--- src/hdl/grq_pkg.sv ---
// Shared types and constants for the grouped ready queue.
// No dependencies; every other file uses this package by scoped names.
`default_nettype none

package grq_pkg;

  localparam int NumProc  = 256;
  localparam int NumGroup = 256;

  localparam int FuncW   = 2;
  localparam int PidW    = $clog2(NumProc + 1);
  localparam int SlotW   = $clog2(NumProc);
  localparam int GidW    = $clog2(NumGroup);
  localparam int CntW    = $clog2(NumGroup + 1);
  localparam int StatusW = 3;

  // flag memories are cleared one entry per cycle after reset
  localparam int ClrDepth = (NumProc > NumGroup) ? NumProc : NumGroup;
  localparam int ClrW     = $clog2(ClrDepth);
  localparam logic [ClrW-1:0] ClrLast = ClrW'(ClrDepth - 1);

  localparam logic [FuncW-1:0] FUNC_LOAD = 2'd0;
  localparam logic [FuncW-1:0] FUNC_ENQ  = 2'd1;

  typedef enum logic [StatusW-1:0] {
    ST_ENQUEUED = 3'd0,
    ST_IGNORED  = 3'd1,
    ST_EMPTY    = 3'd2,
    ST_DEQUEUED = 3'd3,
    ST_LOADED   = 3'd4
  } status_t;

  typedef enum logic [2:0] {
    S_IDLE,
    S_EXEC,
    S_ENQ_GRP,
    S_ENQ_TOP,
    S_DEQ_FIFO,
    S_DEQ_TOP,
    S_DEQ_NEXT,
    S_CLEAR
  } state_t;

  typedef struct packed {
    logic [SlotW-1:0] slot;
    logic             grp_rd;
    logic             grp_we;
    logic [GidW-1:0]  grp_wdata;
    logic             nxt_rd;
    logic             nxt_we;
    logic [PidW-1:0]  nxt_wdata;
    logic             wait_rd;
    logic             wait_set;
    logic             wait_clr;
  } proc_cmd_t;

  typedef struct packed {
    logic [GidW-1:0] grp;
    logic [PidW-1:0] nxt;
    logic            waiting;
  } proc_rsp_t;

  typedef struct packed {
    logic [GidW-1:0] gid;
    logic            top_rd;
    logic            top_we;
    logic [PidW-1:0] top_wdata;
    logic            act_rd;
    logic            act_set;
    logic            act_clr;
    logic            push;
    logic            fifo_rd;
    logic            pop;
  } group_cmd_t;

  typedef struct packed {
    logic [PidW-1:0] top;
    logic [GidW-1:0] head;
    logic            active;
    logic            empty;
  } group_rsp_t;

endpackage

`default_nettype wire

--- src/hdl/grq_proc_tbl.sv ---
// Per-process storage: group table, list links, waiting flags, all in registered-read
// memories; the top clears the waiting flags after reset. Depends on grq_pkg.
`default_nettype none

module grq_proc_tbl (
  input  wire logic               clk,
  input  wire logic               rst,
  input  wire grq_pkg::proc_cmd_t cmd,
  output grq_pkg::proc_rsp_t      rsp
);

  logic [grq_pkg::GidW-1:0] grp_mem  [grq_pkg::NumProc];
  logic [grq_pkg::PidW-1:0] nxt_mem  [grq_pkg::NumProc];
  logic                     wait_mem [grq_pkg::NumProc];
  logic [grq_pkg::GidW-1:0] grp_q;
  logic [grq_pkg::PidW-1:0] nxt_q;
  logic                     wait_q;

  always_ff @(posedge clk) begin
    if (cmd.grp_we) begin
      grp_mem[cmd.slot] <= cmd.grp_wdata;
    end
    if (cmd.grp_rd) begin
      grp_q <= grp_mem[cmd.slot];
    end
  end

  always_ff @(posedge clk) begin
    if (cmd.nxt_we) begin
      nxt_mem[cmd.slot] <= cmd.nxt_wdata;
    end
    if (cmd.nxt_rd) begin
      nxt_q <= nxt_mem[cmd.slot];
    end
  end

  always_ff @(posedge clk) begin
    if (cmd.wait_set) begin
      wait_mem[cmd.slot] <= 1'b1;
    end else if (cmd.wait_clr) begin
      wait_mem[cmd.slot] <= 1'b0;
    end
    if (cmd.wait_rd) begin
      wait_q <= wait_mem[cmd.slot];
    end
  end

  assign rsp.grp     = grp_q;
  assign rsp.nxt     = nxt_q;
  assign rsp.waiting = wait_q;

  a_set_not_waiting: assert property (@(posedge clk) disable iff (rst)
    cmd.wait_set |-> !wait_mem[cmd.slot])
    else $error("process pushed while already waiting");

  a_set_clr_excl: assert property (@(posedge clk) disable iff (rst)
    !(cmd.wait_set && cmd.wait_clr))
    else $error("waiting flag set and cleared in the same cycle");

  a_one_read: assert property (@(posedge clk) disable iff (rst)
    !(cmd.grp_rd && cmd.nxt_rd))
    else $error("group and link read in the same cycle");

endmodule

`default_nettype wire

--- config.mk ---
export PLATFORM = sky130hd
export DESIGN_NAME = grq_proc_tbl
export DESIGN_NICKNAME = d
export VERILOG_FILES = /design/src/hdl/grq_pkg.sv /design/src/hdl/grq_proc_tbl.sv
export SDC_FILE = /design/constraint.sdc
export NUM_CORES = 2
export LEC_CHECK = 0
export ABC_CLOCK_PERIOD_IN_PS = 4680
export BUFFER_PORTS_ARGS = -buffer_cell sky130_fd_sc_hd__buf_2
export CAP_MARGIN = 30
export CELL_PAD_IN_SITES_DETAIL_PLACEMENT = 1
export CELL_PAD_IN_SITES_GLOBAL_PLACEMENT = 1
export CORE_ASPECT_RATIO = 0.6
export CORE_MARGIN = 4
export CORE_UTILIZATION = 51
export DETAILED_ROUTE_END_ITERATION = 7
export PLACE_DENSITY_LB_ADDON = 0.05
export SYNTH_ARGS = -nofsm -noshare
export SYNTH_HDL_FRONTEND = slang
export SYNTH_MEMORY_MAX_BITS = 65536
export SYNTH_SLANG_ARGS = --single-unit
--- constraint.sdc ---
create_clock -name clk -period 4.68 [get_ports clk]
set_input_delay 0.234 -clock clk [delete_from_list [all_inputs] [get_ports clk]]
set_output_delay 0.234 -clock clk [all_outputs]
set_load 0.01 [all_outputs]
Word-level counts from Yosys, hierarchy flattened
Memories as Yosys holds them, arrays and structs flattened. A register that Yosys moved wholly into a read port is not among the register bits.
Index checks and enable logic that the tools add are counted.
{"block": "totals", "ff_bits": 0, "ram_bits": 4608, "inputBits": 34, "output_inout_bits": 18, "n_memories": 3}
{"name": "nxt_mem", "depth": 256, "width": 9, "rd": 1, "rd_clocked_by_memory_dff": 1, "wr": 1, "line_no": "grq_proc_tbl.sv:13", "text": "logic [grq_pkg::PidW-1:0] nxt_mem [grq_pkg::NumProc];"}
{"name": "grp_mem", "depth": 256, "width": 8, "rd": 1, "rd_clocked_by_memory_dff": 1, "wr": 1, "line_no": "grq_proc_tbl.sv:12", "text": "logic [grq_pkg::GidW-1:0] grp_mem [grq_pkg::NumProc];"}
{"name": "wait_mem", "depth": 256, "width": 1, "rd": 1, "rd_clocked_by_memory_dff": 1, "wr": 1, "line_no": "grq_proc_tbl.sv:14", "text": "logic wait_mem [grq_pkg::NumProc];"}
{"block": "op_classes", "muxes": 10, "bitwise": 1}
{"op": "$mux W1", "count": 10}
{"op": "$or A1 B1 Y1", "count": 1}

Longest topological paths before layout
{"block": "logic_depth", "ltp_word": 4, "depth_mapped": 9, "mapped_depth_nobuf": 5}

Worst setup path before layout
OpenSTA, ideal clock, no wires.
{"block": "synth_path", "path_type": "input to register", "start": "in cmd[1] (netlist name)", "end": "mem wait_mem[0] (data pin)", "setup_ns": 0.904, "arrival_time_ns": 3.656, "t_required_ns": 3.776, "slack_ns": 0.120, "stages": 1, "path_buffers": 0, "path_cell_list": "nand2b_1"}
{"block": "synth_via", "elab_chain_len": 3}
{"item": "start, declared", "line_no": "grq_proc_tbl.sv:8", "text": "input wire grq_pkg::proc_cmd_t cmd,"}
{"item": "$mux W1", "line_no": "grq_proc_tbl.sv:38", "text": "if (cmd.wait_set) begin"}
{"item": "$mux W1 (implied by the code)", "line_no": "grq_proc_tbl.sv:41", "text": "wait_mem[cmd.slot] <= 1'b0;"}
{"item": "$mux W1 (no line)"}
{"item": "end, declared", "line_no": "grq_proc_tbl.sv:14"}
No other way between the ends.

==> metrics.yaml <==
floorplan:
  dieArea_sq_um: 357200
  start_util_pct: 51.30
  io_pins: 52
  die_w_microns: 769.0
  core_sq_um: 345400
  row_count: 167
  die-height_microns: 464.6
clock_network:
  cts_resized: 0
  cts.sinks: 4626
  cts_buffers: 418
  clock-root-buffer: "clkbuf_16"
  postCtsSetupBuffers: 0
  cts_hold_buffers: 21
  cts_tree: "built"
  clk_pin_slew_ns: 0.07
  clkLatencyLatePin_ns: 0.95
  cts.path.max_buffers: 4
  h-tree-depth: 5
sta:
  slew_violations: 0
  fin_skew_ns: 0.03267
  final_min_period_over_clock_period_pct: 76.36
  hold_viol_final: 0
  finalSetupViolations: 0
  rsz0062_at_grt: "no"
  hold_slack_ns: 0.1740
  tightest_slew_ns: 1.218
  fin_crit_ns: 3.574
  max_slew_margin_pct: 18.83
  setup_tns_ns: 0
  timing.fmax_mhz: 279.8
placed_design:
  dp_cells: 12780
  port_buffers: 50
  dp_hpwl_microns: 296100
  gp_congestion: 0.8515
global_route:
  grt_max_degree: 177
  antenna_found_initial: 42
  grt_pass1_wl_microns: 687300
  grt_overflow: 0
  grt_usage_pct: 26.99
  grt_pass1_vias: 89140
flow_run:
  maxCapViolCount: 0
routing:
  final_antenna_net_count: 0
  routedWlPerCell_microns: 35.41
  drt-initial-drc-count: 11540
  drc: 0
  vias_per_cell: 6.486
  drt_pass1_iterations: 5
  vias: 88180
  wirelength_microns: 481300
min_path:
  min_path_type: "in -> reg"
  holdPathEnd: "nxt_q[3]"
  hp-start: "cmd[30]"
  min_path_cells: 5
yosys:
  ys_types: 20
  yosysSeqAreaShare_pct: 78.40
  synth_area_per_cell_sq_um: 21.63
  yosysWarnings: 0
  syn-cell-area_sq_um: 177200
  netlist_instances: 8193
  ys_seq_elements: 4626
  synth.net_count: 8227
worst_setup_path:
  path_cells: "dlygate4sd3_1 > buf_12 > buf_12 > buf_4 > mux4_2 > a22oi_1 > a21oi_1 > o41ai_1 > buf_4 > nand4_1"
  cp.required_ns: 5.33
  path_class: "in -> reg"
  cp_slowest_stage_delay_ns: 0.67
  worstReg2RegEnd: "nxt_q[8]"
  cp_top_family: "buffers and inverters"
  critPathCaptureType: "flip-flop"
  timing.rr.start: "nxt_mem[11][8]"
  path_max_fanout: 70
  critical_path.n_buffers_inverters: 5
  crit_path_start_kind: "input port"
  crit_arrival_ns: 4.22
  r2r_slack_ns: 1.80
  slowest_stage: "o41ai_1"
  reg2regPathDepth: 5
power_and_ir_drop:
  pwr-share-comb_pct: 4.9
  p_clk_share_pct: 40.3
  intPower_mw: 65.63
  p_sw_share_pct: 21.36
  peakVddDrop_v: 0.0003539
  pwr_density_cell_nw_per_um2: 418.6
  seq_power_share_pct: 54.8
  p_switching_mw: 17.83
  p_leak_nw: 61.09
layout:
  area_delta_synth_final_pct: 12.52
  finalNetCount: 8638
  fillers: 28610
  layout-drive-gt1-share_pct: 26.31
  final_cell_count_no_fill: 13590
run_status:
  status: "complete, no violations"
## how the worst max path moves through the flow
| stage | startpoint | end | depth (start not counted) |
|---|---|---|---|
| 5_1_grt | cmd[25] | grp_q[3] | 9 |
| 4_1_cts | cmd[25] | grp_q[3] | 9 |
| 6_report | cmd[25] | grp_q[0] | 10 |
| 2_1_floorplan | cmd[1] | wait_mem[0] | 1 |
| 3_3_place_gp | cmd[24] | grp_q[0] | 9 |
| 3_5_place_dp | cmd[24] | grp_q[0] | 9 |
## stage by stage
stage / worst slack [ns] / cell area, sq um / util (%) / power [mW]
6_report: 1.106 / 199400 / 57.73 / 83.46
5_1_grt: 1.133 / 199400 / 57.72 / 86.13
4_1_cts: 1.279 / 199100 / 57.65 / 84.01
3_5_place_dp: 0.5546 / 185900 / 53.81 / 50.69
3_3_place_gp: 0.5243 / 185600 / 53.74 / 50.58
2_1_floorplan: 0.1198 / 177200 / - / 48.62
## cell families after synthesis
group           Yosys count  synth area share, %
flops                  4626                78.40
compound gates          936                3.610
simple gates            916                2.004
mux                    1152                14.64
buf+inv                 563                1.347
## cell type report
cell class | count | area, sq um | area share, %
antenna | 15 | 37.54 | 0.01883
clock buffer | 508 | 10950 | 5.490
clock inverter | 240 | 2091 | 1.049
multi-input combinational | 3004 | 36290 | 18.20
sequential | 4626 | 138900 | 69.67
tap | 4647 | 5814 | 2.916
timing repair buffer | 554 | 5285 | 2.651
## power groups by stage
stage / Clock [mW] / Combinational [mW] / Sequential [mW]
2_1_floorplan: 0 / 2.01 / 46.6
3_3_place_gp: 0 / 3.95 / 46.6
3_5_place_dp: 0 / 4.06 / 46.6
4_1_cts: 34.2 / 4.08 / 45.7
5_1_grt: 36.1 / 4.30 / 45.7
6_report: 33.7 / 4.07 / 45.7
## layout by cell type, fill, tap and decap left out, drive strengths merged, types with 15 or more instances in the layout
master	count
edfxtp	4626
mux4	1152
nor2	784
a22oi	576
buf	531
clkbuf	510
a21oi	288
clkinv	185
nand2	81
o41ai	72
bufinv	36
dlygate4sd3	21
nand4	18
diode	15
## worst min-delay path: cells and delay by family
family	cells	cell delay, ns
and+or+nand+nor	2	0.21
AOI/OAI and AO/OA	1	0.08
buffers and inverters	2	0.41
## sequential cells by signal, summed over array words and instances (netlist names)
name / cells
nxt_q: 9
grp_mem: 2048
wait_mem: 256
grp_q: 8
wait_q: 1
nxt_mem: 2304
## Yosys cell counts
cell,count,area (sq um)
a21oi_1,288,1441
a22oi_1,576,4324
and2_0,1,6.260
and2_1,2,12.51
buf_1,55,206.5
buf_2,101,505.5
buf_4,25,187.7
buf_6,7,78.83
clkbuf_1,375,1408
edfxtp_1,4626,138900
mux4_2,1152,25940
nand2_1,81,304.0
nand2b_1,7,43.79
nand3_1,7,35.03
nand4_1,18,112.6
nor2_1,784,2943
nor2b_1,8,50.05
nor3_1,5,25.02
o41ai_1,72,630.6
or2_2,3,18.77
## routing by layer
layer	GRT usage [%]	up-vias	routed length, microns
met5	0	-	27
li1	-	35270	-
met3	6.044	612	47790
met4	5.870	4	10830
met1	44.26	48230	216400
met2	37.26	4060	206300
(Power assumes the default switching activity.)
