## src/hdl/grq_pkg.sv

```systemverilog
// Shared types and constants for the grouped ready queue.
// No dependencies; every other file uses this package by scoped names.
`default_nettype none

package grq_pkg;

  localparam int NumProc  = 256;
  localparam int NumGroup = 256;

  localparam int FuncW   = 2;
  localparam int PidW    = $clog2(NumProc + 1);
  localparam int SlotW   = $clog2(NumProc);
  localparam int GidW    = $clog2(NumGroup);
  localparam int CntW    = $clog2(NumGroup + 1);
  localparam int StatusW = 3;

  // flag memories are cleared one entry per cycle after reset
  localparam int ClrDepth = (NumProc > NumGroup) ? NumProc : NumGroup;
  localparam int ClrW     = $clog2(ClrDepth);
  localparam logic [ClrW-1:0] ClrLast = ClrW'(ClrDepth - 1);

  localparam logic [FuncW-1:0] FUNC_LOAD = 2'd0;
  localparam logic [FuncW-1:0] FUNC_ENQ  = 2'd1;

  typedef enum logic [StatusW-1:0] {
    ST_ENQUEUED = 3'd0,
    ST_IGNORED  = 3'd1,
    ST_EMPTY    = 3'd2,
    ST_DEQUEUED = 3'd3,
    ST_LOADED   = 3'd4
  } status_t;

  typedef enum logic [2:0] {
    S_IDLE,
    S_EXEC,
    S_ENQ_GRP,
    S_ENQ_TOP,
    S_DEQ_FIFO,
    S_DEQ_TOP,
    S_DEQ_NEXT,
    S_CLEAR
  } state_t;

  typedef struct packed {
    logic [SlotW-1:0] slot;
    logic             grp_rd;
    logic             grp_we;
    logic [GidW-1:0]  grp_wdata;
    logic             nxt_rd;
    logic             nxt_we;
    logic [PidW-1:0]  nxt_wdata;
    logic             wait_rd;
    logic             wait_set;
    logic             wait_clr;
  } proc_cmd_t;

  typedef struct packed {
    logic [GidW-1:0] grp;
    logic [PidW-1:0] nxt;
    logic            waiting;
  } proc_rsp_t;

  typedef struct packed {
    logic [GidW-1:0] gid;
    logic            top_rd;
    logic            top_we;
    logic [PidW-1:0] top_wdata;
    logic            act_rd;
    logic            act_set;
    logic            act_clr;
    logic            push;
    logic            fifo_rd;
    logic            pop;
  } group_cmd_t;

  typedef struct packed {
    logic [PidW-1:0] top;
    logic [GidW-1:0] head;
    logic            active;
    logic            empty;
  } group_rsp_t;

endpackage

`default_nettype wire

```

## src/hdl/grq_group_tbl.sv

```systemverilog
// Per-group storage: list tops, active flags and the group FIFO in
// registered-read memories, FIFO pointers in flops. Depends on grq_pkg.
`default_nettype none

module grq_group_tbl (
  input  wire logic                clk,
  input  wire logic                rst,
  input  wire grq_pkg::group_cmd_t cmd,
  output grq_pkg::group_rsp_t      rsp
);

  logic [grq_pkg::PidW-1:0] top_mem  [grq_pkg::NumGroup];
  logic [grq_pkg::GidW-1:0] fifo_mem [grq_pkg::NumGroup];
  logic                     act_mem  [grq_pkg::NumGroup];
  logic [grq_pkg::PidW-1:0] top_q;
  logic [grq_pkg::GidW-1:0] head_q;
  logic                     act_q;
  logic [grq_pkg::GidW-1:0] rd_ptr;
  logic [grq_pkg::GidW-1:0] wr_ptr;
  logic [grq_pkg::CntW-1:0] count;

  localparam logic [grq_pkg::GidW-1:0] PtrLast = grq_pkg::GidW'(grq_pkg::NumGroup - 1);
  localparam logic [grq_pkg::CntW-1:0] CntFull = grq_pkg::CntW'(grq_pkg::NumGroup);

  always_ff @(posedge clk) begin
    if (cmd.top_we) begin
      top_mem[cmd.gid] <= cmd.top_wdata;
    end
    if (cmd.top_rd) begin
      top_q <= top_mem[cmd.gid];
    end
  end

  always_ff @(posedge clk) begin
    if (cmd.act_set) begin
      act_mem[cmd.gid] <= 1'b1;
    end else if (cmd.act_clr) begin
      act_mem[cmd.gid] <= 1'b0;
    end
    if (cmd.act_rd) begin
      act_q <= act_mem[cmd.gid];
    end
  end

  always_ff @(posedge clk) begin
    if (cmd.push) begin
      fifo_mem[wr_ptr] <= cmd.gid;
    end
    if (cmd.fifo_rd) begin
      head_q <= fifo_mem[rd_ptr];
    end
  end

  always_ff @(posedge clk) begin
    if (rst) begin
      rd_ptr <= '0;
      wr_ptr <= '0;
      count  <= '0;
    end else begin
      if (cmd.push) begin
        wr_ptr <= (wr_ptr == PtrLast) ? '0 : wr_ptr + 1'b1;
        count  <= count + 1'b1;
      end else if (cmd.pop) begin
        rd_ptr <= (rd_ptr == PtrLast) ? '0 : rd_ptr + 1'b1;
        count  <= count - 1'b1;
      end
    end
  end

  assign rsp.top    = top_q;
  assign rsp.head   = head_q;
  assign rsp.active = act_q;
  assign rsp.empty  = (count == '0);

  a_no_overflow: assert property (@(posedge clk) disable iff (rst)
    cmd.push |-> count != CntFull)
    else $error("group FIFO push when full");

  a_no_underflow: assert property (@(posedge clk) disable iff (rst)
    cmd.pop |-> count != '0)
    else $error("group FIFO pop when empty");

  a_join_inactive: assert property (@(posedge clk) disable iff (rst)
    cmd.act_set |-> (!act_mem[cmd.gid] && cmd.push))
    else $error("group joined FIFO twice");

endmodule

`default_nettype wire
```

## config.mk

```make
export PLATFORM = sky130hd
export DESIGN_NAME = grq_group_tbl
export DESIGN_NICKNAME = d
export VERILOG_FILES = /design/src/hdl/grq_pkg.sv /design/src/hdl/grq_group_tbl.sv
export SDC_FILE = /design/constraint.sdc
export NUM_CORES = 2
export LEC_CHECK = 0
export BUFFER_PORTS_ARGS = -buffer_cell sky130_fd_sc_hd__buf_2
export CORE_UTILIZATION = 60
export CTS_BUF_LIST = sky130_fd_sc_hd__clkbuf_2 sky130_fd_sc_hd__clkbuf_4 sky130_fd_sc_hd__clkbuf_8
export DETAILED_ROUTE_END_ITERATION = 8
export GPL_TIMING_DRIVEN = 0
export PLACE_DENSITY = 0.75
export RECOVER_POWER = 100
export REMOVE_ABC_BUFFERS = 1
export SLEW_MARGIN = 20
export SYNTH_ARGS = -nofsm -noshare
export SYNTH_HDL_FRONTEND = slang
export SYNTH_MEMORY_MAX_BITS = 65536
export SYNTH_SLANG_ARGS = --single-unit
```

## constraint.sdc

```tcl
create_clock -name clk -period 5.65 [get_ports clk]
set_input_delay 0.2825 -clock clk [delete_from_list [all_inputs] [get_ports clk]]
set_output_delay 0.2825 -clock clk [all_outputs]
set_load 0.005 [all_outputs]
```

# [Word level (Yosys, flattened, before mapping)]
# Memory sizes are Yosys's and may differ from the RTL's. A register that Yosys moved wholly into a read port is not among the register bits.
# Index checks and enable logic that the tools add are counted.
[op_classes] n_addsub=4 eq_ne=2 mux=14 n_bitwise=2 n_reduce_logical=3
[op_table] op="9-bit two-way mux" n=2
[op_table] op="8-bit by 1-bit adder with 8-bit output, second input constant" n=2
[op_table] op="8-bit equality test, second input constant" n=2
[op_table] op="8-bit two-way mux" n=2
[op_table] op="1-bit two-way mux" n=10
[op_table] op="9-bit by 1-bit adder with 9-bit output, second input constant" n=1
[op_table] op="9-bit zero test" n=1
[op_table] op="9-bit by 1-bit subtractor with 9-bit output, second input constant" n=1
[op_table] op="2-bit AND reduction" n=1
[op_table] op="2-bit nonzero test" n=1
[op_table] op="1-bit NOT" n=1
[op_table] op="1-bit OR" n=1
[totals] ff_bits=25 mem_bits_rw=4608 output_inout_bits=19 wordCells=31 n_memories=3
[memory_table] memory="top_mem" depth=256 word_bits=9 read_ports=1 rd_ports_with_merged_regs=1 write_ports=1 line_no="grq_group_tbl.sv:12" source="logic [grq_pkg::PidW-1:0] top_mem [grq_pkg::NumGroup];"
[memory_table] memory="fifo_mem" depth=256 word_bits=8 read_ports=1 rd_ports_with_merged_regs=1 write_ports=1 line_no="grq_group_tbl.sv:13" source="logic [grq_pkg::GidW-1:0] fifo_mem [grq_pkg::NumGroup];"
[memory_table] memory="act_mem" depth=256 word_bits=1 read_ports=1 rd_ports_with_merged_regs=1 write_ports=1 line_no="grq_group_tbl.sv:14" source="logic act_mem [grq_pkg::NumGroup];"

# [Longest topological paths before layout]
[depth] word_depth=4 mapped_depth=13 mapped_depth_nobuf=9

# [Least setup slack after synthesis]
# OpenSTA, ideal clock, no wires.
[synth_timing] path_kind="input to register" from="input cmd[4] (netlist bit)" to="memory act_mem[0] (data pin)" setup_ns=0.904 arrival_ns=3.705 t_required_ns=4.746 slack_ns=1.041 stages=1 n_path_buf=0 path_cell_list="nand2b_1"
[synth_between] elab_chain_cells=3
[synth_rtl] element="start: declaration" line_no="grq_group_tbl.sv:8" source="input wire grq_pkg::group_cmd_t cmd,"
[synth_rtl] element="1-bit two-way mux" line_no="grq_group_tbl.sv:35" source="if (cmd.act_set) begin"
[synth_rtl] element="1-bit two-way mux (implied by the code)" line_no="grq_group_tbl.sv:38" source="act_mem[cmd.gid] <= 1'b0;"
[synth_rtl] element="1-bit two-way mux (no source line)"
[synth_rtl] element="end: declaration" line_no="grq_group_tbl.sv:14"
# Every way passes these cells.

==> results.json <==
{
  "vdd_ir_drop_max_mv": 0.306,
  "cp.depth": 10,
  "core_sq_mm": 0.300,
  "synth-seq-cells": 4651,
  "post-route-util_pct": 66.8,
  "wl_um": 447000,
  "criticalPathCategory": "primary input to flop",
  "io_buffers": 45,
  "stdcell_count": 13500,
  "end_kind": "flop",
  "grt_max_degree": 157,
  "root_buffer": "clkbuf_8",
  "final_antenna_net_count": 0,
  "synth_cell_types": 72,
  "dr_total_vias": 91300,
  "rows": 201,
  "endpoint": "top_q[8]$_DFFE_PP_",
  "htree_levels": 6,
  "setup_tns_ns": -0.0826,
  "switching_share_pct": 22.1,
  "clk_latency_ns": 1.19,
  "avgSynthCellArea_sq_um": 21.1,
  "cts_tree": "built",
  "clk_pin_slew_worst_paths_ns": 0.06,
  "grt-ovfl-total": 0,
  "crit_path_cell_trace": "dlygate4sd3_1 > buf_8 > buf_16 > nand2b_1 > nor2_1 > nand2_1 > o22ai_1 > or4_1 > a221oi_1 > nand4b_1",
  "critPathTopFamily": "simple AND/OR/NAND/NOR gates",
  "max_slew.worst_pin.slew_ns": 5.47,
  "outcome": "finished with violations",
  "path_max_fanout": 87,
  "p_sw_mw": 15.1,
  "die_w_um": 551,
  "final_cell_area_sq_mm": 0.200,
  "synth_top_cell_by_area": "edfxtp_1",
  "post-route-min-period_ns": 5.73,
  "grt_antenna_before_repair": 12,
  "hp-class": "primary input to flop",
  "power_frac_seq_pct": 55.8,
  "path_buf_inv": 3,
  "fmax_ghz": 0.174,
  "post-place-ws_ns": -0.291,
  "synth_top_cell_area_share_pct": 76.8,
  "die-area_sq_mm": 0.304,
  "start_util_pct": 60.4,
  "drc": 0,
  "power_frac_comb_pct": 4.6,
  "avgRoutedWirePerCell_um": 33.1,
  "grt_pass1_wl_um": 640000,
  "ys.flop_type": "edfxtp_1",
  "r2r-start": "rd_ptr[1]$_SDFFE_PP0P_",
  "synthTopCellsByCount": "4,626 x edfxtp_1, 1,134 x mux4_2, 866 x nor2_1, 276 x mux2i_1, 264 x clkbuf_1",
  "drv_cap": 44,
  "timing.rr.end": "head_q[2]$_DFFE_PP_",
  "finalCritPeriodShare_pct": 101,
  "worstPathRequired_ns": 6.45,
  "p_int_mw": 53.2,
  "ys_async_sr_fraction_pct": 0,
  "power_density_mw_per_mm2": 341,
  "hold_viol": 0,
  "synthCells": 8576,
  "violations": "max-capacitance violations, max-slew violations, negative setup slack",
  "grt_pass1_vias": 91300,
  "fillers": 18300,
  "finalMaxSlewViolations": 2849,
  "whs_ns": 0.0952,
  "startpoint_type": "primary input",
  "cts_buffers": 705,
  "groute.usage.overall_pct": 29.6,
  "clk_path_buf_depth": 4,
  "post-synth-top-count-cell": "edfxtp_1",
  "rsz0062_at_grt": "no",
  "yosysSeqAreaShare_pct": 77.1,
  "final_net_count": 9013,
  "place_hpwl_um": 268000,
  "placedCellCount": 12200,
  "post-cts-setup-buffers": 0,
  "clock-sinks": 4651,
  "startpoint": "cmd[22]",
  "dieHeight_um": 551,
  "synth_edf_count": 4626,
  "synth_area_leaders": "edfxtp_1 77%, mux4_2 14%, nor2_1 1.8%",
  "rrSetupSlack_ns": 0.17,
  "ys_warn_count": 0,
  "drt_iter0_markers": 12000,
  "drive_above_1_share_pct": 25.4,
  "via_per_inst": 6.77,
  "arrival_ns": 6.54,
  "postPlaceCellArea_sq_mm": 0.188,
  "clkPwrFrac_pct": 39.6,
  "clock_skew_ns": 0.0574,
  "reg2regPathDepth": 12,
  "setup_viol": 1,
  "cp_slowest_stage_delay_ns": 1.22,
  "slew_headroom_pct": -265,
  "power_mw": 68.3,
  "dr.pass1.iters": 6,
  "ios": 46,
  "total_leakage_power_nw": 61.5,
  "syn-cell-area_sq_mm": 0.181,
  "slowest_stage": "nand2b_1",
  "gp_congestion": 0.826,
  "fin_ws_ns": -0.0826,
  "syn_to_final_growth_pct": 10.7
}
## logic make-up after synthesis
| family | after synthesis | synth area share (%) |
|---|---|---|
| and+or+nand+nor | 1256 | 2.87 |
| adders and majority gates | 13 | 0.0941 |
| xor gates and xnor gates | 12 | 0.0581 |
| DFF | 4651 | 77.1 |
| muxes | 1437 | 15.8 |
| AOI/OAI and AO/OA | 652 | 2.56 |
| buffers and inverters | 555 | 1.55 |
## area by class of cell
class | count | area (sq um) | area share, %
Clock inverter | 313 | 2150 | 1.07
Sequential cell | 4651 | 139000 | 69.6
Timing Repair Buffer | 227 | 3300 | 1.65
Inverter | 18 | 75.1 | 0.0375
Multi-Input combinational cell | 3370 | 38800 | 19.4
Clock buffer | 943 | 11500 | 5.74
Antenna cell | 3 | 7.51 | 0.00375
Tap cell | 3958 | 4950 | 2.47
## sequential cells by signal (all words and copies together) (netlist names)
register	cells
top_mem	2304
fifo_mem	2048
act_mem	256
count	9
top_q	9
head_q	8
rd_ptr	8
wr_ptr	8
act_q	1
## power groups by stage
| stage | clock network, mW | logic (mW) | registers [mW] |
|---|---|---|---|
| finish | 27.0 | 3.17 | 38.1 |
| global route | 28.6 | 3.29 | 38.1 |
| CTS | 27.2 | 3.23 | 38.1 |
| detailed placement | 0 | 3.19 | 38.8 |
| global placement | 0 | 4.46 | 39.2 |
| floorplan | 0 | 1.83 | 38.9 |
## worst register-to-register path, stage by stage (launching register included)
cell       delay [ns]
dfxtp_4          0.74
buf_16           0.34
buf_16           0.33
buf_16           0.34
buf_16           0.28
buf_12           0.30
mux4_2           0.44
a22oi_1          0.26
nor2_1           0.07
a2111oi_1        0.85
o311ai_0         0.47
nand4_1          0.49
o211ai_1         0.27
## worst min-delay path by stage
| stage | slack (ns) | to | startpoint | cells past startpoint |
|---|---|---|---|---|
| finish | 0.1 | fifo_mem[168][2]$_DFFE_PP_ | cmd[19] | 2 |
| global route | 0.08 | fifo_mem[163][2]$_DFFE_PP_ | cmd[19] | 2 |
| global placement | 0.48 | count[5]$_SDFFE_PP0P_ | count[5]$_SDFFE_PP0P_ | 2 |
| CTS | 0.007 | fifo_mem[240][3]$_DFFE_PP_ | cmd[20] | 2 |
| detailed placement | 0.48 | count[6]$_SDFFE_PP0P_ | count[6]$_SDFFE_PP0P_ | 2 |
| floorplan | 0.35 | count[5]$_SDFFE_PP0P_ | rst | 1 |
## cell usage in the layout, fill, tap and decap left out, drive strengths merged, types with 6 or more instances in the layout
cell type	count
a21oi	112
a211oi	34
or2	8
a2111oi	6
nand4	13
nor4	14
nor2	866
ha	12
a31oi	11
mux2i	276
o311ai	10
and2	10
nand2b	13
xnor2	7
nand2	181
nand3	45
o22ai	92
buf	122
mux2	27
a22oi	105
or3	8
clkbuf	1013
dlygate4sd3	33
dfxtp	25
edfxtp	4626
clkinv	245
clkinvlp	12
mux4	1134
o221ai	16
a22o	49
nor3b	7
nor3	38
a221oi	90
o21ai	56
o32ai	6
nor2b	30
inv	60
o211ai	19
bufinv	14
## metal layers
metal  part of all wire, %  GRT usage, %
met2                    48          46.8
met5                0.0036             0
met1                    35          39.8
met3                    11          5.87
met4                   5.8          14.9
## timing repair
action | in CTS | in global routing
endpoints found under the hold margin | 3248 | 0
hold buffers | 35 | 0
resized for setup | 0 | 1
endpoints found under the setup margin | 0 | 1
No activity file was read; power rests on OpenSTA's default activity.
